`config.mk`:
```
export PLATFORM = sky130hd
export DESIGN_NAME = ir_pulse_distance_transmitter_flat
export DESIGN_NICKNAME = d
export VERILOG_FILES = /design/src/rtl/irpdt_pkg.sv /design/src/rtl/irpdt_in_if.sv /design/src/rtl/irpdt_out_if.sv /design/src/rtl/ir_pulse_distance_transmitter.sv /design/src/rtl/irpdt_cfg.sv /design/src/rtl/irpdt_core.sv /design/src/flat_wrapper.sv
export SDC_FILE = /design/constraint.sdc
export NUM_CORES = 1
export LEC_CHECK = 0
export BUFFER_PORTS_ARGS = -buffer_cell sky130_fd_sc_hd__buf_2
export CAP_MARGIN = 20
export CORE_AREA = 2 2 114 127
export CTS_CLUSTER_DIAMETER = 120
export DETAILED_ROUTE_END_ITERATION = 10
export DIE_AREA = 0 0 116 129
export GPL_TIMING_DRIVEN = 1
export HOLD_SLACK_MARGIN = 0.02
export PLACE_DENSITY = 0.65
export SLEW_MARGIN = 30
export SYNTH_ARGS = -nofsm -noshare
export SYNTH_HDL_FRONTEND = slang
export SYNTH_SLANG_ARGS = --single-unit
```
`constraint.sdc`:
```
create_clock -name clk_i -period 6.6 [get_ports clk_i]
set_input_delay 0.33 -clock clk_i [delete_from_list [all_inputs] [get_ports clk_i]]
set_output_delay 0.33 -clock clk_i [all_outputs]
set_load 0.005 [all_outputs]
```
`src/rtl/irpdt_pkg.sv`:
```
// shared types, constants and helpers for the ir pulse-distance transmitter
// no dependencies
package irpdt_pkg;

  localparam int unsigned DataBits = 8;
  localparam int unsigned ByteW    = 8;
  localparam int unsigned LenW     = 14;
  localparam int unsigned CfgIdxW  = 3;
  localparam int unsigned BitsW    = $clog2(DataBits + 1);

  typedef logic [LenW-1:0]     len_t;
  typedef logic [DataBits-1:0] word_t;
  typedef logic [BitsW-1:0]    bits_t;

  typedef enum logic [CfgIdxW-1:0] {
    REG_HDR_MARK  = 3'd0,
    REG_HDR_SPACE = 3'd1,
    REG_BIT_MARK  = 3'd2,
    REG_ZERO_SP   = 3'd3,
    REG_ONE_SP    = 3'd4,
    REG_STOP_MARK = 3'd5
  } cfg_idx_e;

  localparam len_t HdrMarkRst  = len_t'(9000);
  localparam len_t HdrSpaceRst = len_t'(4500);
  localparam len_t BitMarkRst  = len_t'(560);
  localparam len_t ZeroSpRst   = len_t'(560);
  localparam len_t OneSpRst    = len_t'(1700);
  localparam len_t StopMarkRst = len_t'(560);

  typedef struct packed {
    len_t hdr_mark;
    len_t hdr_space;
    len_t bit_mark;
    len_t zero_space;
    len_t one_space;
    len_t stop_mark;
  } cfg_t;

  typedef enum logic [5:0] {
    PH_IDLE       = 6'b000001,
    PH_HDR_MARK   = 6'b000010,
    PH_HDR_SPACE  = 6'b000100,
    PH_BIT_MARK   = 6'b001000,
    PH_BIT_SPACE  = 6'b010000,
    PH_STOP_MARK  = 6'b100000
  } phase_e;

  // low bits of the byte, zero above it
  function automatic word_t load_word(logic [ByteW-1:0] data);
    word_t w;
    w = '0;
    for (int i = 0; i < int'(DataBits); i++) begin
      if (i < int'(ByteW)) begin
        w[i] = data[i % ByteW];
      end
    end
    return w;
  endfunction

endpackage

```
`src/rtl/irpdt_in_if.sv`:
```
// input channel of the ir transmitter: op and data byte with valid/ready
// depends on irpdt_pkg
interface irpdt_in_if
  import irpdt_pkg::*;
();
  logic             valid;
  logic             ready;
  logic             op;
  logic [ByteW-1:0] data_byte;

  modport source (output valid, output op, output data_byte, input ready);
  modport sink   (input valid, input op, input data_byte, output ready);
endinterface

```
`src/rtl/irpdt_out_if.sv`:
```
// result channel of the ir transmitter: line level and busy flag
// no dependencies
interface irpdt_out_if;
  logic valid;
  logic ready;
  logic ir_level;
  logic busy_res;

  modport source (output valid, output ir_level, output busy_res, input ready);
  modport sink   (input valid, input ir_level, input busy_res, output ready);
endinterface

```
`src/rtl/ir_pulse_distance_transmitter.sv`:
```
// ir pulse-distance transmitter top level: length registers and sequencer
// a result word appears in the cycle after its input word is taken
// throughput: one word per cycle unless stalled, single register stage
// the input stays ready while the result register is empty or being taken
// reset: asynchronous active low, length registers return to nec defaults
// depends on irpdt_pkg, irpdt_in_if, irpdt_out_if, irpdt_cfg, irpdt_core
module ir_pulse_distance_transmitter
  import irpdt_pkg::*;
(
  input  logic               clk_i,
  input  logic               rst_ni,
  input  logic               cfg_we_i,
  input  logic [CfgIdxW-1:0] cfg_idx_i,
  input  len_t               cfg_data_i,
  irpdt_in_if.sink           in_i,
  irpdt_out_if.source        out_o
);

  cfg_t cfg;

  irpdt_cfg u_cfg (
    .clk_i      (clk_i),
    .rst_ni     (rst_ni),
    .cfg_we_i   (cfg_we_i),
    .cfg_idx_i  (cfg_idx_i),
    .cfg_data_i (cfg_data_i),
    .cfg_o      (cfg)
  );

  irpdt_core u_core (
    .clk_i  (clk_i),
    .rst_ni (rst_ni),
    .cfg_i  (cfg),
    .in_i   (in_i),
    .out_o  (out_o)
  );

endmodule

```
`src/rtl/irpdt_cfg.sv`:
```
// segment length registers of the ir transmitter
// depends on irpdt_pkg
module irpdt_cfg
  import irpdt_pkg::*;
(
  input  logic               clk_i,
  input  logic               rst_ni,
  input  logic               cfg_we_i,
  input  logic [CfgIdxW-1:0] cfg_idx_i,
  input  len_t               cfg_data_i,
  output cfg_t               cfg_o
);

  cfg_t cfg_d, cfg_q;

  always_comb begin
    cfg_d = cfg_q;
    if (cfg_we_i) begin
      case (cfg_idx_e'(cfg_idx_i))
        REG_HDR_MARK:  cfg_d.hdr_mark   = cfg_data_i;
        REG_HDR_SPACE: cfg_d.hdr_space  = cfg_data_i;
        REG_BIT_MARK:  cfg_d.bit_mark   = cfg_data_i;
        REG_ZERO_SP:   cfg_d.zero_space = cfg_data_i;
        REG_ONE_SP:    cfg_d.one_space  = cfg_data_i;
        REG_STOP_MARK: cfg_d.stop_mark  = cfg_data_i;
        default:       cfg_d = cfg_q;
      endcase
    end
  end

  always_ff @(posedge clk_i or negedge rst_ni) begin
    if (!rst_ni) begin
      cfg_q.hdr_mark   <= HdrMarkRst;
      cfg_q.hdr_space  <= HdrSpaceRst;
      cfg_q.bit_mark   <= BitMarkRst;
      cfg_q.zero_space <= ZeroSpRst;
      cfg_q.one_space  <= OneSpRst;
      cfg_q.stop_mark  <= StopMarkRst;
    end else begin
      cfg_q <= cfg_d;
    end
  end

  assign cfg_o = cfg_q;

endmodule

```
`src/rtl/irpdt_core.sv`:
```
// frame sequencer and result register of the ir transmitter
// depends on irpdt_pkg, irpdt_in_if, irpdt_out_if
module irpdt_core
  import irpdt_pkg::*;
(
  input  logic        clk_i,
  input  logic        rst_ni,
  input  cfg_t        cfg_i,
  irpdt_in_if.sink    in_i,
  irpdt_out_if.source out_o
);

  phase_e phase_d, phase_q;
  len_t   cnt_d, cnt_q;
  word_t  shift_d, shift_q;
  bits_t  bits_d, bits_q;
  logic   vld_d, vld_q;
  logic   lvl_d, lvl_q;
  logic   busy_d, busy_q;
  logic   accept;

  assign in_i.ready = !vld_q || out_o.ready;
  assign accept     = in_i.valid && in_i.ready;

  always_comb begin
    phase_d = phase_q;
    cnt_d   = cnt_q;
    shift_d = shift_q;
    bits_d  = bits_q;
    if (accept) begin
      if (in_i.op) begin
        if (phase_q == PH_IDLE) begin
          shift_d = load_word(in_i.data_byte);
          bits_d  = '0;
          phase_d = PH_HDR_MARK;
          cnt_d   = cfg_i.hdr_mark;
        end
      end else if (phase_q != PH_IDLE) begin
        if (cnt_q <= len_t'(1)) begin
          case (phase_q)
            PH_HDR_MARK: begin
              phase_d = PH_HDR_SPACE;
              cnt_d   = cfg_i.hdr_space;
            end
            PH_HDR_SPACE: begin
              bits_d  = bits_t'(DataBits);
              phase_d = PH_BIT_MARK;
              cnt_d   = cfg_i.bit_mark;
            end
            PH_BIT_MARK: begin
              phase_d = PH_BIT_SPACE;
              cnt_d   = shift_q[DataBits-1] ? cfg_i.one_space : cfg_i.zero_space;
            end
            PH_BIT_SPACE: begin
              shift_d = shift_q << 1;
              if (bits_q != '0) begin
                bits_d = bits_q - bits_t'(1);
              end
              if (bits_q <= bits_t'(1)) begin
                phase_d = PH_STOP_MARK;
                cnt_d   = cfg_i.stop_mark;
              end else begin
                phase_d = PH_BIT_MARK;
                cnt_d   = cfg_i.bit_mark;
              end
            end
            default: begin
              phase_d = PH_IDLE;
              cnt_d   = '0;
            end
          endcase
        end else begin
          cnt_d = cnt_q - len_t'(1);
        end
      end
    end
  end

  always_comb begin
    vld_d  = vld_q;
    lvl_d  = lvl_q;
    busy_d = busy_q;
    if (accept) begin
      vld_d  = 1'b1;
      busy_d = (phase_d != PH_IDLE);
      lvl_d  = (phase_d == PH_HDR_MARK) || (phase_d == PH_BIT_MARK) ||
               (phase_d == PH_STOP_MARK);
    end else if (out_o.ready) begin
      vld_d = 1'b0;
    end
  end

  always_ff @(posedge clk_i or negedge rst_ni) begin
    if (!rst_ni) begin
      phase_q <= PH_IDLE;
      cnt_q   <= '0;
      shift_q <= '0;
      bits_q  <= '0;
      vld_q   <= 1'b0;
    end else begin
      phase_q <= phase_d;
      cnt_q   <= cnt_d;
      shift_q <= shift_d;
      bits_q  <= bits_d;
      vld_q   <= vld_d;
    end
  end

  // result word payload
  always_ff @(posedge clk_i) begin
    lvl_q  <= lvl_d;
    busy_q <= busy_d;
  end

  assign out_o.valid    = vld_q;
  assign out_o.ir_level = lvl_q;
  assign out_o.busy_res = busy_q;

endmodule
```
`src/flat_wrapper.sv`:
```
// flat-port wrapper written by rule: the top's interface ports become plain ports
module ir_pulse_distance_transmitter_flat import irpdt_pkg::*;
  (clk_i, rst_ni, cfg_we_i, cfg_idx_i, cfg_data_i, in_i_valid, in_i_op, in_i_data_byte, in_i_ready, out_o_valid, out_o_ir_level, out_o_busy_res, out_o_ready);
  irpdt_in_if in_i_i ();
  irpdt_out_if out_o_i ();
  input  logic clk_i;
  input  logic rst_ni;
  input  logic cfg_we_i;
  input  logic [CfgIdxW-1:0] cfg_idx_i;
  input  len_t cfg_data_i;
  input wire logic [$bits(in_i_i.valid)-1:0] in_i_valid;
  input wire logic [$bits(in_i_i.op)-1:0] in_i_op;
  input wire logic [$bits(in_i_i.data_byte)-1:0] in_i_data_byte;
  output wire logic [$bits(in_i_i.ready)-1:0] in_i_ready;
  output wire logic [$bits(out_o_i.valid)-1:0] out_o_valid;
  output wire logic [$bits(out_o_i.ir_level)-1:0] out_o_ir_level;
  output wire logic [$bits(out_o_i.busy_res)-1:0] out_o_busy_res;
  input wire logic [$bits(out_o_i.ready)-1:0] out_o_ready;
  assign in_i_i.valid = in_i_valid;
  assign in_i_i.op = in_i_op;
  assign in_i_i.data_byte = in_i_data_byte;
  assign in_i_ready = in_i_i.ready;
  assign out_o_valid = out_o_i.valid;
  assign out_o_ir_level = out_o_i.ir_level;
  assign out_o_busy_res = out_o_i.busy_res;
  assign out_o_i.ready = out_o_ready;
  ir_pulse_distance_transmitter u_core (.clk_i(clk_i), .rst_ni(rst_ni), .cfg_we_i(cfg_we_i), .cfg_idx_i(cfg_idx_i), .cfg_data_i(cfg_data_i), .in_i(in_i_i), .out_o(out_o_i));
endmodule
```
==> Yosys cells after proc, flatten, opt, wreduce, memory -nomap -nowiden <==
Index checks and enable logic that the tools add are counted.
{ "classes": {"muxes": 27, "reduce_logical": 21, "order_cmp": 2, "eq_ne": 17, "add_sub_neg": 2} }
{ "ops": {"columns": ["cell", "n"], "rows": [
  ["14-bit 2-to-1 mux", 6],
  ["14-bit one-hot mux with 4 select lines", 1],
  ["8-bit 2-to-1 mux", 5],
  ["6-bit 2-to-1 mux", 6],
  ["6-bit one-hot mux with 4 select lines", 1],
  ["4-bit 2-to-1 mux", 5],
  ["14-bit by 1-bit less-or-equal comparator with 1-bit output, second input constant", 1],
  ["14-bit by 1-bit subtractor with 14-bit output, second input constant", 1],
  ["6-bit by 2-bit == test with 1-bit output, second input constant", 2],
  ["6-bit by 4-bit == test with 1-bit output, second input constant", 2],
  ["6-bit by 1-bit != test with 1-bit output, second input constant", 2],
  ["2-bit AND reduction", 6],
  ["4-bit one-hot mux with 2 select lines", 1],
  ["2-bit nonzero test", 4],
  ["3-bit by 2-bit == test with 1-bit output, second input constant", 2],
  ["3-bit == test, second input constant", 2],
  ["6-bit by 1-bit == test with 1-bit output, second input constant", 1],
  ["6-bit by 3-bit == test with 1-bit output, second input constant", 1],
  ["6-bit by 5-bit == test with 1-bit output, second input constant", 1],
  ["6-bit == test, second input constant", 1],
  ["6-bit AND reduction", 1],
  ["5-bit AND reduction", 1],
  ["4-bit by 1-bit less-or-equal comparator with 1-bit output, second input constant", 1],
  ["4-bit nonzero test", 1],
  ["other kinds (11)", 14]
]} }
{ "word_totals": {"output_inout_bits": 4, "wordCells": 82, "in_bits": 31, "regBits": 119} }

==> Depth between registers and ports, before layout <==
Gate-level depths: netlist of run 1.
{ "logic_depth": {"ltp_word": 10, "ltp_mapped": 10} }

==> Cells and area by module <==
From an unflattened synthesis of run 1, not the netlist that was laid out.
{ "unflattened": {"hier_cells": 500, "hier_area_um2": 6100.9} }
{ "by_module_without_submodules": {"columns": ["module", "cells_each", "area_per_inst_um2", "n_inst"], "rows": [
  ["irpdt_cfg", 183, 3220.6, 1],
  ["irpdt_core", 317, 2880.3, 1]
]} }

==> Least setup slack after synthesis of run 1 <==
No wires, ideal clock.
{ "synth_path": {"path_kind": "reg2reg", "startpoint": "register u_core.u_core.cnt_q[0]", "endpoint": "register u_core.u_core.busy_q, in the netlist u_core.u_core.out_o.busy_res (data pin)", "path_buffers": 1, "setup_time_ns": 0.278, "required_ns": 6.322, "period_less_slack_ns": 2.406, "arrival_time_ns": 2.128, "slack_ns": 4.194, "stages_incl_launch_ff": 9, "cell_sequence": "dfrtp_1 -> inv_1 -> ha_1 -> clkbuf_1 -> o21bai_1 -> nor4_4 -> nand3_1 -> o31ai_1 -> o2111ai_1"} }
{ "synth_via": {"elab_chain_cells": 6} }
{ "synth_rtl": {"columns": ["element", "line_no", "text"], "rows": [
  ["from (decl)", "irpdt_core.sv:14", "len_t cnt_d, cnt_q;"],
  ["from (signal assigned)", "irpdt_core.sv:102", "cnt_q <= cnt_d;"],
  ["14-bit by 1-bit less-or-equal comparator with 1-bit output", "irpdt_core.sv:39", "if (cnt_q <= len_t'(1)) begin"],
  ["6-bit 2-to-1 mux", "irpdt_core.sv:39", null],
  ["6-bit 2-to-1 mux", "irpdt_core.sv:38", "end else if (phase_q != PH_IDLE) begin"],
  ["6-bit 2-to-1 mux", "irpdt_core.sv:31", "if (in_i.op) begin"],
  ["6-bit 2-to-1 mux", "irpdt_core.sv:30", "if (accept) begin"],
  ["6-bit by 1-bit != test with 1-bit output", "irpdt_core.sv:85", "busy_d = (phase_d != PH_IDLE);"],
  ["to (signal assigned)", "irpdt_core.sv:112", "busy_q <= busy_d;"],
  ["to (decl)", "irpdt_core.sv:19", "logic busy_d, busy_q;"]
]} }
Every way passes these cells.
A chain may end at the register's enable or synchronous reset.

==> Worst setup path in the final report of run 1 <==
{ "layout_path": {"startpoint": "register u_core.u_core.cnt_q[4]", "endpoint": "register u_core.u_core.cnt_q[9]"} }
{ "layout_via": {"elab_chain_cells": 4, "elab_cells_between_ends": 5, "classes_between": "add/sub (1); order compare (1); mux (3)"} }
{ "layout_rtl": {"columns": ["element", "line_no"], "rows": [
  ["14-bit by 1-bit subtractor with 14-bit output / 14-bit by 1-bit less-or-equal comparator with 1-bit output (equally long branches)", "irpdt_core.sv:73, irpdt_core.sv:39"],
  ["14-bit 2-to-1 mux *", "irpdt_core.sv:39"],
  ["14-bit 2-to-1 mux *", "irpdt_core.sv:38"],
  ["14-bit 2-to-1 mux *", "irpdt_core.sv:31"]
]} }
Mark *: on every way between the ends. The rest lies on a longest branch, timed or not. The select of a mux whose other input is x is not followed.

==> out/qor.log, run 1 <==
[worst_setup_path] critical path endpoint category flip-flop
[worst_setup_path] worst setup path endpoint u_core.u_core.cnt_q[9]
[grt] antenna violations before repair 0
[drt] starting DRC count in detailed routing 206
[clocking] Hold Buf Count CTS 1
[synthesis] Yosys warnings 0
[clocking] Bufs on Longest Clock Path 2
[synthesis] portion of netlist area occupied by mux cells 0.209
[clocking] number of buffers added by the clock tree synthesis step 17
[timing] Final Worst Setup Slack 3.64 ns
[power] pwr dens 337 mW/mm^2
[drt] wire length per cell 18.9 um
[power] peak supply drop 0.000196 V
[place] count of buffers inserted at the top-level ports 34
[place] DPL Wire Length 9.46 mm
[worst_setup_path] Crit Reg-Reg Endpoint u_core.u_core.cnt_q[9]
[synthesis] synth cell count leaders sky130_fd_sc_hd__mux2_2, sky130_fd_sc_hd__dfrtp_1, sky130_fd_sc_hd__clkbuf_1
[worst_setup_path] crit path from u_core.u_core.cnt_q[4]
[drt] number of iterations in the first detailed-routing pass 5
[synthesis] most used standard cell by instance count after synthesis sky130_fd_sc_hd__mux2_2
[synthesis] top cell type's share of synthesized area 0.380
[floorplan] area of the die 0.0150 mm^2
[synthesis] largest family of logic cells by synthesized area multiplexers
[synthesis] number of instances in the synthesized netlist 511
[synthesis] sequential area share after synthesis 0.498
[timing] final hold violation count 0
[synthesis] cell type contributing the most total cell area after synthesis sky130_fd_sc_hd__dfrtp_1
[clocking] clock tree from TritonCTS built
[worst_setup_path] highest fanout seen on the critical path 9
[worst_setup_path] worst reg-to-reg path cell count 5
[cells_and_area] area occupied by registers 0.00302 mm^2
[grt] maximum number of pins on one net before global-route repair 82
[synthesis] library cells used by synthesis 63
[cells_and_area] footprint of the multi-input gates 0.00293 mm^2
[hold_path] hold crit path type in -> reg
[timing] worst max-slew margin expressed relative to the limit 0.367
[place] pre-CTS setup slack 3.37 ns
[clocking] post-cts gate resize count 0
[cells_and_area] area growth from synthesis to layout 17.5%
[clocking] TritonCTS sink count 119
[floorplan] area of the placeable core 0.0136 mm^2
[place] global placement routability congestion 0.904
[timing] # setup viols final 0
[synthesis] Synth Net Count 547
[floorplan] site row count 45
[cells_and_area] number of inserted diodes 0
[grt] global-route wire length before repair 23.1 mm
[synthesis] Synth area leaders sky130_fd_sc_hd__dfrtp_1, sky130_fd_sc_hd__mux2_2, sky130_fd_sc_hd__dfstp_2, sky130_fd_sc_hd__mux2i_1, sky130_fd_sc_hd__o21ai_0
[drt] count of vias placed by the detailed router 4355
[grt] GR Overflow Total 0
[floorplan] x dimension of the die 116 um
[worst_setup_path] Crit path required time 6.92 ns
[floorplan] die height 129 um
[cells_and_area] fraction of layout cells with a size suffix above 1 0.383
[drt] detailed-route vias per instance 5.87
[synthesis] top flip-flop cell by instance count after synthesis sky130_fd_sc_hd__dfrtp_1
[clocking] later-pin clock latency in the skew report 0.41 ns
[grt] via count of the first global-routing pass 4499
[synthesis] Async SR Flop Fraction 0.983
[clocking] post-CTS setup buffer count 0
[power] Leak 2.91 nW
[synthesis] cell area after technology mapping 0.00606 mm^2
[drt] Post-route DRC 0
[grt] Overall Global Routing Usage 0.202
[synthesis] flops & latches, synth 119
[synthesis] Post-Synth XOR/XNOR Area 0.00434
[worst_setup_path] reg-to-reg critical path startpoint u_core.u_core.cnt_q[4]
[worst_setup_path] Worst R2R Setup Slack 3.64 ns
[clocking] Clk pin slew, worst setup/hold paths 0.05 ns
[synthesis] fraction of the mapped netlist area in adder cells 0.0103
[cells_and_area] filler instances 1245
[floorplan] total I/O pin count 35
[synthesis] simple-gate share of the synthesized area 0.117
[worst_setup_path] Worst Path Class, Setup reg -> reg
[drt] antenna-violating nets left 0
[timing] share of the cycle needed by the critical path after routing 0.449
[timing] Final TNS setup 0 ns
[timing] Highest Clock Rate 338 MHz
[synthesis] mean instance size in the synthesized netlist 11.9 um^2
[drt] post-detailed-routing wire length 14.0 mm
[timing] fin crit period 2.96 ns
[timing] Clock Skews 0.00602 ns
[timing] unrepaired setup endpoints after global routing false
[worst_setup_path] type of origin of the critical path flip-flop
[clocking] CTS Root Cell sky130_fd_sc_hd__clkbuf_16
[synthesis] synthesized-area fraction occupied by ao, oa, aoi and oai cells 0.136
[worst_setup_path] CP arrival 3.28 ns
[flow_run] number of max-cap violations 0
[cells_and_area] final net count 577
[outcome] outcome complete, no violations
[synthesis] number of synthesized flops with an enable pin 2
[timing] number of max-slew violations in the final report 0
[clocking] CTS H-tree depth 4
[floorplan] initial core utilization 0.445
[timing] Worst Max-Slew Pin Slew 0.944 ns
state kept, by name, summed over array words and instances, names as in the netlist:
signal and cells:
u_core.u_core.shift_q 8, u_core.u_cfg.cfg_o 84, u_core.u_core.phase_q 6, u_core.u_core.bits_q 4, u_core.u_core.out_o.busy_res 1, u_core.u_core.out_o.ir_level 1
u_core.u_core.out_o.valid 1, u_core.u_core.cnt_q 14
cell families after synthesis:
group                    count (synthesis)
AO/OA/AOI/OAI                          108
XOR/XNOR                                 3
adder cells (fa/ha/maj)                  5
buffers and inverters                   41
flip-flops                             119
multiplexers                           114
AND/OR/NAND/NOR                        121
per-stage QoR:
| stage | util | area (um^2) | cells | hold slack (ns) | power [W] |
|---|---|---|---|---|---|
| 2_1_floorplan | - | 6060 | 511 | 0.0344 | 0.00129 |
| 3_3_place_gp | 0.472 | 6430 | 707 | 0.310 | 0.00138 |
| 3_5_place_dp | 0.474 | 6450 | 709 | 0.320 | 0.00141 |
| 4_1_cts | 0.522 | 7120 | 742 | 0.182 | 0.00242 |
| 5_1_grt | 0.522 | 7120 | 742 | 0.195 | 0.00251 |
| 6_report | 0.522 | 7120 | 742 | 0.210 | 0.00240 |
worst max-delay path, cell delays in order, from the launching register on:
cell and delay (ns):
sky130_fd_sc_hd__dfrtp_1 0.42, sky130_fd_sc_hd__nor4_2 0.70, sky130_fd_sc_hd__nand4_1 0.40, sky130_fd_sc_hd__a211oi_2 0.67
sky130_fd_sc_hd__nand2_1 0.36, sky130_fd_sc_hd__o221ai_1 0.30
cell type report:
class,instances,share of cell area
sequential,119,0.424
multi-input combinational,351,0.412
clock buffer,25,0.0724
timing repair buffer,42,0.0336
tap,188,0.0331
clock inverter,7,0.0193
inverter,10,0.00528
how the worst min path moves through the flow:
| stage | cells past startpoint | from | to | slack [ns] |
|---|---|---|---|---|
| after floorplan | 0 | rst_ni | u_core.u_cfg.cfg_o[0] | 0.03 |
| after global placement | 1 | rst_ni | u_core.u_core.bits_q[0] | 0.31 |
| after detailed placement | 1 | rst_ni | u_core.u_core.bits_q[1] | 0.32 |
| after CTS | 2 | in_i_valid | u_core.u_core.out_o.valid | 0.18 |
| after global routing | 2 | in_i_valid | u_core.u_core.out_o.valid | 0.20 |
| final | 2 | in_i_valid | u_core.u_core.out_o.valid | 0.21 |
power breakdown:
group / switching, W / internal [W] / total [W]
clock: 0.000312 / 0.000691 / 0.00100
sequential: 0.000122 / 0.000911 / 0.00103
combinational: 0.000163 / 0.000201 / 0.000364
total: 0.000597 / 0.00180 / 0.00240
metal layers:
metal  part of all wire  up-vias  track usage
met5                  0        -            0
met4              0.024        0       0.0868
met3              0.036       19       0.0457
met2               0.48      111        0.324
met1               0.46     2230        0.264
li1                   -     1995            -
cell usage in the layout, fill, tap and decap left out, types with 3 or more instances in the layout:
| cell type | count |
|---|---|
| sky130_fd_sc_hd__mux2_2 | 98 |
| sky130_fd_sc_hd__dfrtp_1 | 92 |
| sky130_fd_sc_hd__buf_2 | 33 |
| sky130_fd_sc_hd__o21ai_0 | 27 |
| sky130_fd_sc_hd__nand2_1 | 25 |
| sky130_fd_sc_hd__dfstp_2 | 25 |
| sky130_fd_sc_hd__clkbuf_16 | 17 |
| sky130_fd_sc_hd__nor2_1 | 16 |
| sky130_fd_sc_hd__mux2i_1 | 16 |
| sky130_fd_sc_hd__nor3_1 | 14 |
| sky130_fd_sc_hd__o2bb2ai_1 | 13 |
| sky130_fd_sc_hd__and2_1 | 12 |
| sky130_fd_sc_hd__a21oi_1 | 11 |
| sky130_fd_sc_hd__inv_1 | 10 |
| sky130_fd_sc_hd__nor3b_1 | 8 |
| sky130_fd_sc_hd__a221oi_1 | 8 |
| sky130_fd_sc_hd__nand3_1 | 7 |
| sky130_fd_sc_hd__o31ai_1 | 7 |
| sky130_fd_sc_hd__buf_4 | 7 |
| sky130_fd_sc_hd__clkbuf_8 | 6 |
| sky130_fd_sc_hd__and3_1 | 5 |
| sky130_fd_sc_hd__or3_1 | 5 |
| sky130_fd_sc_hd__nor4_1 | 5 |
| sky130_fd_sc_hd__o211ai_1 | 5 |
| sky130_fd_sc_hd__a31oi_1 | 5 |
| sky130_fd_sc_hd__ha_1 | 5 |
| sky130_fd_sc_hd__bufinv_16 | 4 |
| sky130_fd_sc_hd__nand2b_1 | 3 |
| sky130_fd_sc_hd__nor4b_1 | 3 |
| sky130_fd_sc_hd__nand4b_1 | 3 |
Note: power is estimated with default switching activity, not from simulation.
==> inputs of run 2 (changes only) <==
==> constraint.sdc (replaced) <==
create_clock -name clk_i -period 2.8 [get_ports clk_i]
set_input_delay 0.14 -clock clk_i [delete_from_list [all_inputs] [get_ports clk_i]]
set_output_delay 0.14 -clock clk_i [all_outputs]
set_load 0.005 [all_outputs]
==> run 2 against run 1 <==
  * Clock skew grew 0.00055 ns
  * Via count rose by 3.1%
  * Setup slack worse by 3.4 ns
==> out/qor.log, run 2 (same netlist as run 1, synthesis figures left out) <==
[timing] number of max-slew violations in the final report 0
[grt] met3 Track Usage GR 0.0490
[clocking] CTS Root Cell sky130_fd_sc_hd__clkbuf_16
[grt] GR Layer Usage met2 0.362
[timing] final hold violation count 0
[cells_and_area] filler instances 1212
[clocking] number of buffers added by the clock tree synthesis step 17
[worst_setup_path] CP arrival 2.73 ns
[timing] Final TNS setup 0 ns
[hold_path] cell count of the worst hold path 3
[cells_and_area] most frequent standard cell in the layout excluding fill and tap cells sky130_fd_sc_hd__mux2_2
[clocking] Bufs on Longest Clock Path 2
[drt] number of iterations in the first detailed-routing pass 4
[timing] # setup viols final 0
[timing] Clock Skews 0.00657 ns
[floorplan] area of the placeable core 0.0136 mm^2
[worst_setup_path] critical path endpoint category flip-flop
[outcome] outcome complete, no violations
[floorplan] total I/O pin count 35
[clocking] clock tree from TritonCTS built
[cells_and_area] area occupied by registers 0.00302 mm^2
[grt] GR Overflow Total 0
[worst_setup_path] crit path from u_core.u_core.cnt_q[1]
[grt] most used routing layer in global routing met2
[floorplan] x dimension of the die 116 um
[worst_setup_path] Crit path required time 2.94 ns
[drt] wire length per cell 19.5 um
[hold_path] hold crit path type in -> reg
[grt] maximum number of pins on one net before global-route repair 51
[grt] global-route wire length before repair 24.4 mm
[drt] post-detailed-routing wire length 15.0 mm
[grt] via count of the first global-routing pass 4695
[timing] Worst Max-Slew Pin Slew 0.619 ns
[place] count of buffers inserted at the top-level ports 34
[worst_setup_path] worst reg-to-reg path cell count 7
[cells_and_area] most frequent cells in the layout sky130_fd_sc_hd__mux2_2, sky130_fd_sc_hd__dfrtp_1, sky130_fd_sc_hd__buf_2
[floorplan] initial core utilization 0.445
[place] DPL Wire Length 10.3 mm
[power] peak supply drop 0.000453 V
[cells_and_area] area growth from synthesis to layout 19.7%
[floorplan] area of the die 0.0150 mm^2
[worst_setup_path] reg-to-reg critical path startpoint u_core.u_core.cnt_q[1]
[clocking] TritonCTS sink count 119
[cells_and_area] post-route core utilization 0.532
[timing] unrepaired setup endpoints after global routing false
[worst_setup_path] type of origin of the critical path flip-flop
[grt] met1 Use GR 0.271
[clocking] Clk pin slew, worst setup/hold paths 0.05 ns
[worst_setup_path] highest fanout seen on the critical path 10
[flow_run] number of max-cap violations 0
[clocking] later-pin clock latency in the skew report 0.42 ns
[drt] count of vias placed by the detailed router 4489
[floorplan] site row count 45
[cells_and_area] footprint of the multi-input gates 0.00294 mm^2
[drt] starting DRC count in detailed routing 198
[cells_and_area] max FFs per register 84
[worst_setup_path] Worst Path Class, Setup reg -> reg
[timing] fin crit period 2.58 ns
[timing] share of the cycle needed by the critical path after routing 0.923
[grt] antenna violations before repair 0
[timing] worst max-slew margin expressed relative to the limit 0.582
[power] Final Total Pwr 0.00549 W
[drt] detailed-route vias per instance 5.86
[hold_path] Worst Hold Launch in_i_data_byte[0]
[cells_and_area] final net count 601
[place] global placement routability congestion 0.943
[power] pwr dens 757 mW/mm^2
[drt] Post-route DRC 0
[grt] Overall Global Routing Usage 0.216
[power] Leak 3.00 nW
[drt] antenna-violating nets left 0
[cells_and_area] number of inserted diodes 0
[floorplan] die height 129 um
[timing] Highest Clock Rate 387 MHz
[clocking] CTS H-tree depth 4
[cells_and_area] fraction of layout cells with a size suffix above 1 0.401
run 2: cell count changes in the layout (fill, tap and decap cells not counted):
cell,before,now
sky130_fd_sc_hd__bufinv_16,4,2
sky130_fd_sc_hd__clkinv_2,2,4
sky130_fd_sc_hd__nor2_4,0,1
sky130_fd_sc_hd__buf_6,1,0
sky130_fd_sc_hd__clkinv_4,0,1
sky130_fd_sc_hd__nor2_2,1,0
sky130_fd_sc_hd__clkbuf_1,2,3
sky130_fd_sc_hd__buf_12,0,1
sky130_fd_sc_hd__dlygate4sd3_1,1,4
sky130_fd_sc_hd__buf_4,7,28
sky130_fd_sc_hd__clkbuf_8,6,4
run 2: per-layer routing:
| layer | part of all wire | vias up |
|---|---|---|
| met5 | 0 | - |
| met1 | 0.44 | 2311 |
| met2 | 0.50 | 101 |
| li1 | - | 2050 |
| met3 | 0.038 | 27 |
| met4 | 0.025 | 0 |
run 2: layout make-up:
class	instances	area share
sequential	119	0.416
timing repair buffer	66	0.0600
clock inverter	8	0.0133
inverter	10	0.00518
tap	188	0.0324
clock buffer	24	0.0678
multi-input combinational	351	0.405
run 2: worst max-delay path, stage by stage, from the launching register on:
cell                        delay (ns)
sky130_fd_sc_hd__dfrtp_1          0.41
sky130_fd_sc_hd__inv_1            0.11
sky130_fd_sc_hd__ha_1             0.38
sky130_fd_sc_hd__o21bai_1         0.27
sky130_fd_sc_hd__nor4_4           0.48
sky130_fd_sc_hd__nand3_1          0.16
sky130_fd_sc_hd__o31ai_1          0.34
sky130_fd_sc_hd__o2111ai_1        0.17
run 2: final timing paths:
path | endpoint | slack, ns
max | u_core.u_core.out_o.busy_res | 0.22
min | u_core.u_core.shift_q[0] | 0.03
max reg2reg | u_core.u_core.out_o.busy_res | 0.22
min reg2reg | u_core.u_cfg.cfg_o[1] | 0.50
max in group asynchronous | u_core.u_cfg.cfg_o[63] | 1.74
min in group asynchronous | u_core.u_core.shift_q[0] | 0.27
run 2: repair_timing:
action	4_1_cts	5_1_grt
setup endpoints to repair	0	3
hold buffers	4	0
endpoints found under the hold margin	36	0
buffers inserted	0	0
gates resized for setup	0	1
run 2: stage by stage:
step | cells | instance area (um^2) | worst slack (ns) | hold slack, ns
after floorplan | 511 | 6060 | 0.394 | -0.156
after global placement | 730 | 6620 | 0.278 | 0.178
after detailed placement | 730 | 6620 | 0.161 | 0.188
after CTS | 766 | 7250 | 0.161 | 0.0244
after global routing | 766 | 7250 | 0.00889 | 0.0338
final | 766 | 7250 | 0.216 | 0.0294
run 2: where the power goes:
| group | switching, W | internal (W) | leakage, nW |
|---|---|---|---|
| sequential | 0.000241 | 0.00215 | 1.39 |
| combinational | 0.000440 | 0.000502 | 1.32 |
| clock | 0.000759 | 0.00140 | 0.290 |
| total | 0.00144 | 0.00405 | 3.00 |
==> inputs of run 3 (changes only) <==
--- a/config.mk
+++ b/config.mk
@@ -8,13 +8,14 @@
 export BUFFER_PORTS_ARGS = -buffer_cell sky130_fd_sc_hd__buf_2
 export CAP_MARGIN = 20
 export CORE_AREA = 2 2 114 127
+export CTS_BUF_LIST = sky130_fd_sc_hd__clkbuf_8
 export CTS_CLUSTER_DIAMETER = 120
 export DETAILED_ROUTE_END_ITERATION = 10
 export DIE_AREA = 0 0 116 129
 export GPL_TIMING_DRIVEN = 1
 export HOLD_SLACK_MARGIN = 0.02
 export PLACE_DENSITY = 0.65
-export SLEW_MARGIN = 30
+export SLEW_MARGIN = 20
 export SYNTH_ARGS = -nofsm -noshare
 export SYNTH_HDL_FRONTEND = slang
 export SYNTH_SLANG_ARGS = --single-unit
==> run 3 against run 2 <==
  * Final area decreased by 0.98%
  * Maximum frequency down 1.0%
  * Combinational power rose by 1%
  * Register-to-register slack lost 0.03 ns
  * Final cell count up 1.6%
  * Utilization fell by 0.52 points
  * Power decreased by 11%
  * Critical path depth unchanged
  * Wire length down 1.6%
  * Sequential power is essentially flat
  * Largest cell class unchanged
==> out/qor.log, run 3 (same netlist as run 1, synthesis figures left out) <==
[outcome] outcome complete, no violations
[drt] count of vias placed by the detailed router 4469
[clocking] CTS Root Cell sky130_fd_sc_hd__clkbuf_8
[cells_and_area] max FFs per register 84
[worst_setup_path] type of origin of the critical path flip-flop
[drt] antenna-violating nets left 0
[power] pwr dens 679 mW/mm^2
[drt] number of iterations in the first detailed-routing pass 4
[clocking] number of buffers added by the clock tree synthesis step 17
[cells_and_area] most frequent standard cell in the layout excluding fill and tap cells sky130_fd_sc_hd__mux2_2
[worst_setup_path] slowest library cell on the worst path sky130_fd_sc_hd__nor4_4
[grt] Overall Global Routing Usage 0.213
[floorplan] site row count 45
[timing] Clock Skews 0.0102 ns
[timing] worst max-slew margin expressed relative to the limit 0.573
[place] count of buffers inserted at the top-level ports 34
[floorplan] area of the die 0.0150 mm^2
[cells_and_area] fraction of layout cells with a size suffix above 1 0.393
[floorplan] x dimension of the die 116 um
[grt] global-route wire length before repair 24.3 mm
[grt] via count of the first global-routing pass 4749
[floorplan] area of the placeable core 0.0136 mm^2
[worst_setup_path] Crit path required time 2.97 ns
[grt] antenna violations before repair 0
[clocking] clock tree from TritonCTS built
[drt] post-detailed-routing wire length 14.7 mm
[worst_setup_path] Worst R2R Setup Slack 0.19 ns
[drt] starting DRC count in detailed routing 216
[power] peak supply drop 0.000417 V
[cells_and_area] filler instances 1236
[floorplan] total I/O pin count 35
[timing] number of max-slew violations in the final report 0
[worst_setup_path] highest cell delay on the worst timing path 0.49 ns
[worst_setup_path] buffer and inverter count on the worst path 1
[worst_setup_path] highest fanout seen on the critical path 10
[timing] Final TNS setup 0 ns
[floorplan] die height 129 um
[timing] unrepaired setup endpoints after global routing false
[cells_and_area] area growth from synthesis to layout 18.5%
[cells_and_area] most frequent cells in the layout sky130_fd_sc_hd__mux2_2, sky130_fd_sc_hd__dfrtp_1, sky130_fd_sc_hd__buf_2
[cells_and_area] final net count 613
[floorplan] initial core utilization 0.445
[timing] share of the cycle needed by the critical path after routing 0.932
[place] cell count after placement 730
[timing] fin crit period 2.61 ns
[hold_path] hold crit path type in -> reg
[power] Leak 2.97 nW
[place] global placement routability congestion 0.943
[clocking] TritonCTS sink count 119
[cells_and_area] number of non-filler instances in the completed layout 778
[timing] Highest Clock Rate 383 MHz
[worst_setup_path] list of cells traversed by the critical path inv_1, ha_1, o21bai_1, nor4_4, nand3_1, o31ai_1, o2111ai_1
[clocking] CTS H-tree depth 4
[clocking] post-CTS setup buffer count 0
[grt] maximum number of pins on one net before global-route repair 51
[place] DPL Wire Length 10.3 mm
[drt] wire length per cell 18.9 um
[worst_setup_path] gate family responsible for the most delay along the worst path compound AO/OA/AOI/OAI gates
[grt] GR Overflow Total 0
[drt] detailed-route vias per instance 5.74
[worst_setup_path] CP arrival 2.78 ns
[worst_setup_path] critical path endpoint category flip-flop
[power] Final Total Pwr 0.00488 W
[timing] final hold violation count 0
[worst_setup_path] Worst Path Class, Setup reg -> reg
[timing] # setup viols final 0
[clocking] later-pin clock latency in the skew report 0.44 ns
[timing] Worst Hold Slack 0.0418 ns
[timing] Worst Max-Slew Pin Slew 0.632 ns
[clocking] Bufs on Longest Clock Path 2
[clocking] Clk pin slew, worst setup/hold paths 0.07 ns
[drt] Post-route DRC 0
[cells_and_area] number of inserted diodes 0
[flow_run] number of max-cap violations 0
==> run 3: routing by layer <==
| metal | part of all wire | global-route usage | vias to the layer above |
|---|---|---|---|
| li1 | - | - | 2074 |
| met1 | 0.44 | 0.271 | 2277 |
| met2 | 0.50 | 0.357 | 95 |
| met3 | 0.035 | 0.0424 | 23 |
| met4 | 0.024 | 0.0854 | 0 |
| met5 | 0 | 0 | - |
==> run 3: area by class of cell <==
type                       count  area (um^2)  share of cell area
inverter                      10         37.5             0.00523
clock buffer                  21          289              0.0403
sequential                   119         3020               0.420
tap                          188          235              0.0328
multi-input combinational    351         2940               0.409
timing repair buffer          78          556              0.0774
clock inverter                11          108              0.0150
==> run 3: worst paths after layout <==
kind | from | end | depth (start not counted)
min in group asynchronous | rst_ni | u_core.u_core.shift_q[0] | 2
max in group asynchronous | rst_ni | u_core.u_cfg.cfg_o[63] | 3
min reg2reg | u_core.u_cfg.cfg_o[53] | u_core.u_cfg.cfg_o[53] | 1
max reg2reg | u_core.u_core.cnt_q[1] | u_core.u_core.out_o.busy_res | 7
min | cfg_data_i[8] | u_core.u_cfg.cfg_o[50] | 2
max | u_core.u_core.cnt_q[1] | u_core.u_core.out_o.busy_res | 7
==> run 3: report_power, final <==
part	switching [W]	internal, W
logic	0.000440	0.000513
clock network	0.000674	0.000870
registers	0.000236	0.00215
total	0.00135	0.00353
==> run 3: metrics by stage <==
| stage | util | worst slack [ns] | cell area, um^2 |
|---|---|---|---|
| floorplan | - | 0.394 | 6060 |
| global placement | 0.486 | 0.278 | 6620 |
| detailed placement | 0.486 | 0.161 | 6620 |
| CTS | 0.527 | 0.162 | 7180 |
| global route | 0.527 | 0.00850 | 7180 |
| finish | 0.527 | 0.190 | 7180 |
==> run 3: timing repair <==
item	4_1_cts	5_1_grt
hold buffers	16	0
hold endpoints to repair	102	0
setup endpoints to repair	0	2
gates resized for setup	0	1
